--- src/sv/tkls_pkg.sv ---
// ----------------------------------------------------------------------------
// Top-K logit selection package
// Shared sizes, payload structs and control bundles for the selection chain.
// ----------------------------------------------------------------------------
package tkls_pkg;

    localparam int TOP_K     = 8;
    localparam int MAX_ITEMS = 2048;

    localparam int VAL_W = 16;
    localparam int POS_W = 11;
    localparam int CNT_W = $clog2(MAX_ITEMS + 1);

    typedef struct packed {
        logic signed [VAL_W-1:0] logit;
        logic                    final_item;
    } item_t;

    typedef struct packed {
        logic        [POS_W-1:0] move_index;
        logic signed [VAL_W-1:0] score;
        logic                    end_of_list;
    } result_t;

    // One kept logit with its arrival position.
    typedef struct packed {
        logic                    valid;
        logic signed [VAL_W-1:0] value;
        logic        [POS_W-1:0] pos;
    } entry_t;

    // Broadcast from the top level to every insertion cell.
    typedef struct packed {
        logic                    enable;
        logic                    clear;
        logic signed [VAL_W-1:0] value;
        logic        [POS_W-1:0] pos;
    } ins_ctrl_t;

    // Broadcast from the top level to every output cell.
    typedef struct packed {
        logic load;
        logic shift;
    } drn_ctrl_t;

endpackage

--- src/sv/tkls_cell.sv ---
// ----------------------------------------------------------------------------
// Top-K insertion cell
// Holds one ranked entry; takes the new logit or its left neighbour's entry.
// ----------------------------------------------------------------------------
module tkls_cell (
    input  logic               clk,
    input  logic               rst_n,
    input  tkls_pkg::ins_ctrl_t ctrl,
    input  tkls_pkg::entry_t   left,
    input  logic               left_take,
    output tkls_pkg::entry_t   held,
    output logic               take,
    output tkls_pkg::entry_t   held_next
);
    import tkls_pkg::*;

    logic                    valid_reg;
    logic signed [VAL_W-1:0] value_reg;
    logic        [POS_W-1:0] pos_reg;
    entry_t                  fresh;

    assign held.valid = valid_reg;
    assign held.value = value_reg;
    assign held.pos   = pos_reg;

    // Strictly greater, so an equal later logit stays behind this one.
    assign take = ctrl.enable && (!valid_reg || (ctrl.value > value_reg));

    always_comb
    begin
        fresh.valid = 1'b1;
        fresh.value = ctrl.value;
        fresh.pos   = ctrl.pos;
        if (!take)
        begin
            held_next = held;
        end
        else if (left_take)
        begin
            held_next = left;
        end
        else
        begin
            held_next = fresh;
        end
    end

    always_ff @(posedge clk or negedge rst_n)
    begin
        if (!rst_n)
        begin
            valid_reg <= 1'b0;
        end
        else
        begin
            valid_reg <= held_next.valid && !ctrl.clear;
        end
    end

    always_ff @(posedge clk)
    begin
        value_reg <= held_next.value;
        pos_reg   <= held_next.pos;
    end

endmodule

--- src/sv/tkls_drain_cell.sv ---
// ----------------------------------------------------------------------------
// Top-K output cell
// Holds one ranked result; loaded in parallel, then shifted toward the port.
// ----------------------------------------------------------------------------
module tkls_drain_cell (
    input  logic               clk,
    input  logic               rst_n,
    input  tkls_pkg::drn_ctrl_t ctrl,
    input  tkls_pkg::entry_t   load_data,
    input  tkls_pkg::entry_t   right,
    output tkls_pkg::entry_t   held
);
    import tkls_pkg::*;

    logic                    valid_reg;
    logic signed [VAL_W-1:0] value_reg;
    logic        [POS_W-1:0] pos_reg;
    entry_t                  held_next;

    assign held.valid = valid_reg;
    assign held.value = value_reg;
    assign held.pos   = pos_reg;

    always_comb
    begin
        if (ctrl.load)
        begin
            held_next = load_data;
        end
        else if (ctrl.shift)
        begin
            held_next = right;
        end
        else
        begin
            held_next = held;
        end
    end

    always_ff @(posedge clk or negedge rst_n)
    begin
        if (!rst_n)
        begin
            valid_reg <= 1'b0;
        end
        else
        begin
            valid_reg <= held_next.valid;
        end
    end

    always_ff @(posedge clk)
    begin
        value_reg <= held_next.value;
        pos_reg   <= held_next.pos;
    end

endmodule

--- src/sv/top_k_logit_selection_top.sv ---
// ----------------------------------------------------------------------------
// Top-K logit selection, top level
// Accepts one logit per cycle; the K-cell chain is ranked by value on the fly.
// Throughput: one logit per cycle; a final logit waits while a list drains.
// First result in the cycle after a final logit, then one per unstalled cycle.
// A list of n results holds the output cells until all n have shifted out.
// Reset: asynchronous, clears all valid bits and the position count at once.
// ----------------------------------------------------------------------------
module top_k_logit_selection_top (
    input  logic              clk,
    input  logic              rst_n,
    input  logic              item_valid,
    output logic              item_stall,
    input  tkls_pkg::item_t   item,
    output logic              result_valid,
    input  logic              result_stall,
    output tkls_pkg::result_t result
);
    import tkls_pkg::*;

    logic [CNT_W-1:0] cnt_reg;
    logic [CNT_W-1:0] cnt_next;
    logic             accept;
    logic             vector_end;

    ins_ctrl_t ins_ctrl;
    drn_ctrl_t drn_ctrl;

    entry_t chain_held [TOP_K];
    entry_t chain_next [TOP_K];
    logic   chain_take [TOP_K];
    entry_t drain_held [TOP_K];
    entry_t drain_right [TOP_K];

    // The output cells form a valid prefix, so the head tells if any is busy.
    assign item_stall = item_valid && item.final_item && drain_held[0].valid;
    assign accept     = item_valid && !item_stall;
    assign vector_end = accept && item.final_item;

    assign ins_ctrl.enable = accept && (cnt_reg < CNT_W'(MAX_ITEMS));
    assign ins_ctrl.clear  = vector_end;
    assign ins_ctrl.value  = item.logit;
    assign ins_ctrl.pos    = POS_W'(cnt_reg);

    assign drn_ctrl.load  = vector_end;
    assign drn_ctrl.shift = result_valid && !result_stall;

    always_comb
    begin
        cnt_next = cnt_reg;
        if (vector_end)
        begin
            cnt_next = '0;
        end
        else if (ins_ctrl.enable)
        begin
            cnt_next = cnt_reg + CNT_W'(1);
        end
    end

    always_ff @(posedge clk or negedge rst_n)
    begin
        if (!rst_n)
        begin
            cnt_reg <= '0;
        end
        else
        begin
            cnt_reg <= cnt_next;
        end
    end

    genvar gi;
    generate
        for (gi = 0; gi < TOP_K; gi++)
        begin : g_cell
            entry_t left;
            logic   left_take;

            if (gi == 0)
            begin : g_head
                assign left      = '0;
                assign left_take = 1'b0;
            end
            else
            begin : g_body
                assign left      = chain_held[gi-1];
                assign left_take = chain_take[gi-1];
            end

            if (gi == TOP_K - 1)
            begin : g_tail
                assign drain_right[gi] = '0;
            end
            else
            begin : g_mid
                assign drain_right[gi] = drain_held[gi+1];
            end

            tkls_cell u_cell (
                .clk       (clk),
                .rst_n     (rst_n),
                .ctrl      (ins_ctrl),
                .left      (left),
                .left_take (left_take),
                .held      (chain_held[gi]),
                .take      (chain_take[gi]),
                .held_next (chain_next[gi])
            );

            // The final logit is ranked first, so the list is copied after it.
            tkls_drain_cell u_drain (
                .clk       (clk),
                .rst_n     (rst_n),
                .ctrl      (drn_ctrl),
                .load_data (chain_next[gi]),
                .right     (drain_right[gi]),
                .held      (drain_held[gi])
            );
        end
    endgenerate

    assign result_valid       = drain_held[0].valid;
    assign result.move_index  = drain_held[0].pos;
    assign result.score       = drain_held[0].value;
    assign result.end_of_list = !drain_right[0].valid;

endmodule

--- config.mk ---
export PLATFORM = sky130hd
export DESIGN_NAME = top_k_logit_selection_top
export DESIGN_NICKNAME = d
export VERILOG_FILES = /design/src/sv/tkls_pkg.sv /design/src/sv/tkls_cell.sv /design/src/sv/tkls_drain_cell.sv /design/src/sv/top_k_logit_selection_top.sv
export SDC_FILE = /design/constraint.sdc
export NUM_CORES = 1
export LEC_CHECK = 0
export BUFFER_PORTS_ARGS = -buffer_cell sky130_fd_sc_hd__buf_2
export CAP_MARGIN = 20
export CORE_MARGIN = 1
export CORE_UTILIZATION = 55
export CTS_CLUSTER_SIZE = 25
export DETAILED_ROUTE_END_ITERATION = 8
export PLACE_DENSITY = 0.81
export SETUP_SLACK_MARGIN = 0.3
export SLEW_MARGIN = 25
export SYNTH_ARGS = -nofsm -noshare
export SYNTH_HDL_FRONTEND = slang
export SYNTH_SLANG_ARGS = --single-unit
--- constraint.sdc ---
create_clock -name clk -period 7.3 [get_ports clk]
set_input_delay 0.365 -clock clk [delete_from_list [all_inputs] [get_ports clk]]
set_output_delay 0.365 -clock clk [all_outputs]
set_load 0.05 [all_outputs]
==> impl_metrics.yaml, run 1 <==
run_status:
  status: "complete, but fails checks"
  violations: "design-rule violations"
timing:
  fmaxAchievable_mhz: 233
  fin_ws_ps: 3000
  finalCriticalPeriod_ps: 4300
  rsz0062_at_grt: "no"
  slew_headroom: 0.277
  final.period_utilization: 0.588
  tightest_slew_ps: 1080
  finalHoldViolations: 0
  finClkSkew_ps: 14.6
  slew_violations: 0
  fin_setup_tns_ps: 0
  setup_viol: 0
detailed_routing:
  wl_met1_um: 30800
  drc: 6
  wire_per_inst_um: 21.3
  vias: 23560
  top_layer: "met4"
  firstDrtPassIters: 9
  wl_met3_um: 7310
  drt_iter0_drc: 3017
  drt-total-wl_um: 76200
  via_per_inst: 6.60
  ant_nets: 0
  wl_met2_um: 35300
finish:
  fin_util: 0.602
  diodes: 0
  nNetsFinal: 3016
  drive_above_1_share: 0.113
  design_area_um2: 29500
  final_cells: 3572
  area.growth.synth_to_final_pct: 8.04
synthesis:
  async_flop_share: 0.0609
  ys_warn_count: 0
  synth-seq-cells: 460
  synth.area.top_cells: "edfxtp_1 (24%), dfxtp_1 (16%), ha_1 (5.9%)"
  seq_area_frac_synth: 0.422
  netlist.area_leader.share: 0.238
  synthFlopType: "edfxtp_1"
  postSynthCellCount: 3008
  syn_avg_cell_area_um2: 9.07
  synth_largest_area_cell: "edfxtp_1"
  synth_edf_count: 216
  synthMostInstantiatedCell: "nand2_1"
  synth_cell_types: 76
  synth_nets: 3158
  synthTopCellsByCount: "nand2_1 (295), nand3_1 (286), nor2_1 (219)"
  synth_area_um2: 27300
place:
  place.gp.congestion: 0.912
  postPlaceCellArea_um2: 27600
  pre_cts_slack_ps: 2740
  hpwlAfterDp_um: 48100
  port_buffers: 50
  dp.cells: 3474
pwr:
  p_int_mw: 7.82
  switchingPower_mw: 5.67
  p_clk_frac: 0.209
  cellLeakagePower_nw: 12.0
  power.density_nw_per_um2: 458
  power_frac_comb: 0.445
  swShare: 0.421
  p_seq_frac: 0.347
  ir_drop_mv: 0.316
clock_tree:
  cts_buffer_depth: 3
  numClockSinks: 460
  cts_resized: 0
  clk_pin_slew_worst_paths_ps: 60
  numCtsBuffers: 51
  cts_tree: "yes"
  cts.htree.levels: 2
  postCtsSetupRepairBufs: 0
  clock-root-buffer: "clkbuf_16"
  insertion_delay_ps: 610
critical_path:
  worstPathArrival_ps: 4660
  worstPathMaxFanout: 44
  cp_cell_sequence: "inv_1, ha_2, nand4_1, a2111o_1, a311o_1, o211ai_4, buf_4, mux2_2, mux2_2"
  start_kind: "flop"
  crit_required_ps: 7660
  cpMaxStageDelayCell: "ha_2"
  cpPeakStageDelay_ps: 770
  worst-setup-path-type: "reg2reg"
  critPathCaptureType: "flop"
  crit_top_cell: "mux2_2"
hold_path:
  min_path_type: "in2reg"
floorplan:
  start_util: 0.557
  coreArea_um2: 49000
  row_count: 81
  ioPinCount: 51
  die_height_um: 225
  die_area_um2: 50500
  die-width_um: 225
job:
  maxCapViolations: 0
global_route:
  grt_max_degree: 111
  grt_pass1_vias: 22838
  grt-ovfl-total: 0
  grt.total_usage: 0.296
  antenna_found_initial: 0
  grt_pass1_wl_um: 121000
## final cells by class
type	count	area, um^2
fillers	3991	19500
multi-input cells	2096	14100
flip-flops and latches	460	11500
clock buffers	67	1430
well taps	664	831
repair buffers	99	652
inverters	158	601
clock inverters	28	394
## metrics by stage
step           total power [mW]  hold slack, ps
2_1_floorplan              9.04            69.4
3_3_place_gp               10.2             463
3_5_place_dp               10.5             469
4_1_cts                    13.4            3.97
5_1_grt                    14.3            34.2
6_report                   13.5            26.0
## placed cells by master, fill, tap and decap left out, types with 88 or more instances in the layout
cell type  instances
a21oi_1          126
dfxtp_1          216
edfxtp_1         216
ha_1             128
inv_1            156
mux2_2           100
mux2i_1           95
nand2_1          295
nand3_1          285
nor2_1           217
o211ai_1         142
o21ai_0           88
## power by group through the flow
stage               combinational [mW]  clock (mW)  sequential, mW
floorplan                         4.58           0            4.47
global placement                  5.56           0            4.63
detailed placement                5.83           0            4.69
CTS                               5.87        2.84            4.65
global route                      6.55        2.93            4.78
finish                            6.00        2.82            4.68
## timing repair
item,CTS,global route
hold buffers,1,0
hold endpoints to repair,28,0
setup endpoints to repair,0,0
## worst paths after layout
path	end	depth (start not counted)	from	slack, ps
min reg2reg	g_cell[4].u_cell.value_reg[11]	2	g_cell[4].u_cell.value_reg[11]	480
min	g_cell[0].u_drain.valid_reg	3	result_stall	30
max in group asynchronous	g_cell[1].u_cell.valid_reg	2	rst_n	6220
max reg2reg	g_cell[0].u_drain.value_reg[12]	9	g_cell[0].u_cell.value_reg[15]	3000
max	g_cell[0].u_drain.value_reg[12]	9	g_cell[0].u_cell.value_reg[15]	3000
min in group asynchronous	cnt_reg[0]	2	rst_n	440
## worst max-delay path: cells and delay by family (launching register included)
kind                     cells  cell delay (ps)
AND/OR/NAND/NOR              1              400
flip-flops                   1              340
AO/OA/AOI/OAI                3             1300
multiplexers                 2              680
buffers and inverters        2              520
adder cells (fa/ha/maj)      1              770
## cell families after synthesis
logic type,Yosys count,share of synthesized area
mux,202,0.0790
fa+ha+maj,129,0.0592
flops,460,0.422
xor+xnor,10,0.00321
compound gates,661,0.172
buf+inv,452,0.0680
simple gates,1094,0.196
## layer usage
metal,track usage,vias to the layer above
met5,0,-
met4,0.131,0
met3,0.0451,254
met2,0.484,1333
met1,0.387,11146
li1,-,10827
Note: power is estimated with default switching activity, not from simulation.
==> run 2, diff against run 1 <==
Settings changed: PLACE_DENSITY 0.81 to 0.84.
Clock period 7.3 ns to 3.6 ns, I/O delays scaled along.
==> impl_metrics.yaml, run 2 (synthesis results as in run 1) <==
critical_path:
  cp_cell_sequence: "inv_1, ha_1, nor2b_1, o211ai_1, a2111oi_2, o311a_4, nor3_4, buf_4, clkbuf_16, mux2_2, a211o_1"
  crit_required_ps: 3950
  worst-setup-path-type: "reg2reg"
  cpPeakStageDelay_ps: 440
  path_buf_inv: 3
  cpMaxStageDelayCell: "o311a_4"
  worstPathArrival_ps: 3650
  worstPathMaxFanout: 13
  path_delay_family: "compound AO/OA/AOI/OAI gates"
  critPathCaptureType: "flop"
  start_kind: "flop"
pwr:
  p_int_mw: 15.7
  power.density_nw_per_um2: 901
  cellLeakagePower_nw: 12.3
  power_frac_comb: 0.459
  p_clk_frac: 0.189
  swShare: 0.419
  ir_drop_mv: 0.424
  p_seq_frac: 0.352
  switchingPower_mw: 11.3
floorplan:
  die_height_um: 225
  die_area_um2: 50500
  die-width_um: 225
  coreArea_um2: 49000
  start_util: 0.557
  ioPinCount: 51
  row_count: 81
detailed_routing:
  via_per_inst: 6.55
  wire_per_inst_um: 20.3
  ant_nets: 0
  vias: 23794
  drt-total-wl_um: 73700
  drc: 0
  firstDrtPassIters: 8
  drt_iter0_drc: 2822
run_status:
  status: "complete, no violations"
place:
  place.gp.congestion: 0.898
  dp.cells: 3528
  port_buffers: 50
  hpwlAfterDp_um: 49200
  postPlaceCellArea_um2: 28200
finish:
  final_cells: 3635
  diodes: 0
  area.growth.synth_to_final_pct: 9.95
  drive_above_1_share: 0.131
  nNetsFinal: 3080
  design_area_um2: 30000
  final_common_cell: "nand2_1"
  fill_cells: 3797
  final_cell_mix: "nand2_1 (295), nand3_1 (285), nor2_1 (216), edfxtp_1 (216), dfxtp_1 (209)"
timing:
  rsz0062_at_grt: "no"
  finalCriticalPeriod_ps: 3300
  finClkSkew_ps: 15.9
  slew_headroom: 0.299
  slew_violations: 0
  final.period_utilization: 0.917
  finalHoldViolations: 0
  setup_viol: 0
  fmaxAchievable_mhz: 303
  tightest_slew_ps: 1050
clock_tree:
  clock-root-buffer: "clkbuf_16"
  numCtsBuffers: 50
  cts.htree.levels: 2
  cts_buffer_depth: 3
  numClockSinks: 460
  insertion_delay_ps: 610
  cts_tree: "yes"
  clk_pin_slew_worst_paths_ps: 60
global_route:
  grt_max_degree: 188
  grt_pass1_wl_um: 117000
  antenna_found_initial: 0
  grt_pass1_vias: 22860
  grt.total_usage: 0.284
  grt-ovfl-total: 0
job:
  maxCapViolations: 0
hold_path:
  min_path_type: "in2reg"
run 2: final timing paths:
check / start / endpoint / slack, ps / cells after the start
min reg2reg: g_cell[7].u_cell.pos_reg[0] / g_cell[7].u_cell.pos_reg[0] / 480 / 2
max reg2reg: g_cell[2].u_cell.value_reg[1] / g_cell[3].u_drain.value_reg[7] / 300 / 11
max in group asynchronous: rst_n / g_cell[1].u_cell.valid_reg / 2800 / 2
max: g_cell[2].u_cell.value_reg[1] / g_cell[3].u_drain.value_reg[7] / 300 / 11
min in group asynchronous: rst_n / cnt_reg[3] / 210 / 2
min: item[5] / g_cell[7].u_cell.value_reg[4] / 40 / 3
run 2: layout make-up:
cell class,instances,area [um^2],share of cell area
repair buffers,164,1340,0.0446
multi-input cells,2096,14100,0.470
clock inverters,12,128,0.00425
clock buffers,81,1470,0.0490
flip-flops and latches,460,11500,0.384
well taps,664,831,0.0277
inverters,158,597,0.0199
run 2: power by group through the flow:
stage	logic, mW	registers [mW]	clock network (mW)
global placement	11.2	9.40	0
CTS	12.0	9.44	5.16
global route	13.5	9.73	5.36
detailed placement	11.9	9.52	0
floorplan	9.29	9.02	0
finish	12.4	9.51	5.10
run 2: worst reg2reg max path, cell delays in order, from the launching register on:
cell,delay (ps)
dfxtp_1,400
inv_1,70
ha_1,280
nor2b_1,130
o211ai_1,300
a2111oi_2,180
o311a_4,440
nor3_4,240
buf_4,180
clkbuf_16,180
mux2_2,350
a211o_1,300
run 2: metal layers:
layer	vias up	GRT usage	part of all wire
li1	10928	-	-
met1	11255	0.371	0.41
met2	1362	0.464	0.47
met3	249	0.0486	0.094
met4	0	0.121	0.034
met5	-	0	0
run 2: stage by stage:
| step | hold WS, ps | utilization | power (mW) | setup WS [ps] | setup TNS (ps) |
|---|---|---|---|---|---|
| finish | 42.1 | 0.613 | 27.0 | 300 | 0 |
| CTS | 5.58 | 0.609 | 26.6 | 276 | 0 |
| global placement | 322 | 0.574 | 20.6 | 310 | 0 |
| detailed placement | 320 | 0.575 | 21.4 | 241 | 0 |
| global route | 46.9 | 0.613 | 28.6 | 258 | 0 |
| floorplan | -116 | - | 18.3 | -1080 | -233730 |
run 2: repair_timing:
| item | CTS | global route |
|---|---|---|
| endpoints found under the hold margin | 32 | 0 |
| setup buffers | 1 | 5 |
| cloned | 0 | 2 |
| hold buffers | 5 | 0 |
| resized for setup | 0 | 22 |
| pin swaps | 2 | 6 |
| setup endpoints to repair | 22 | 88 |
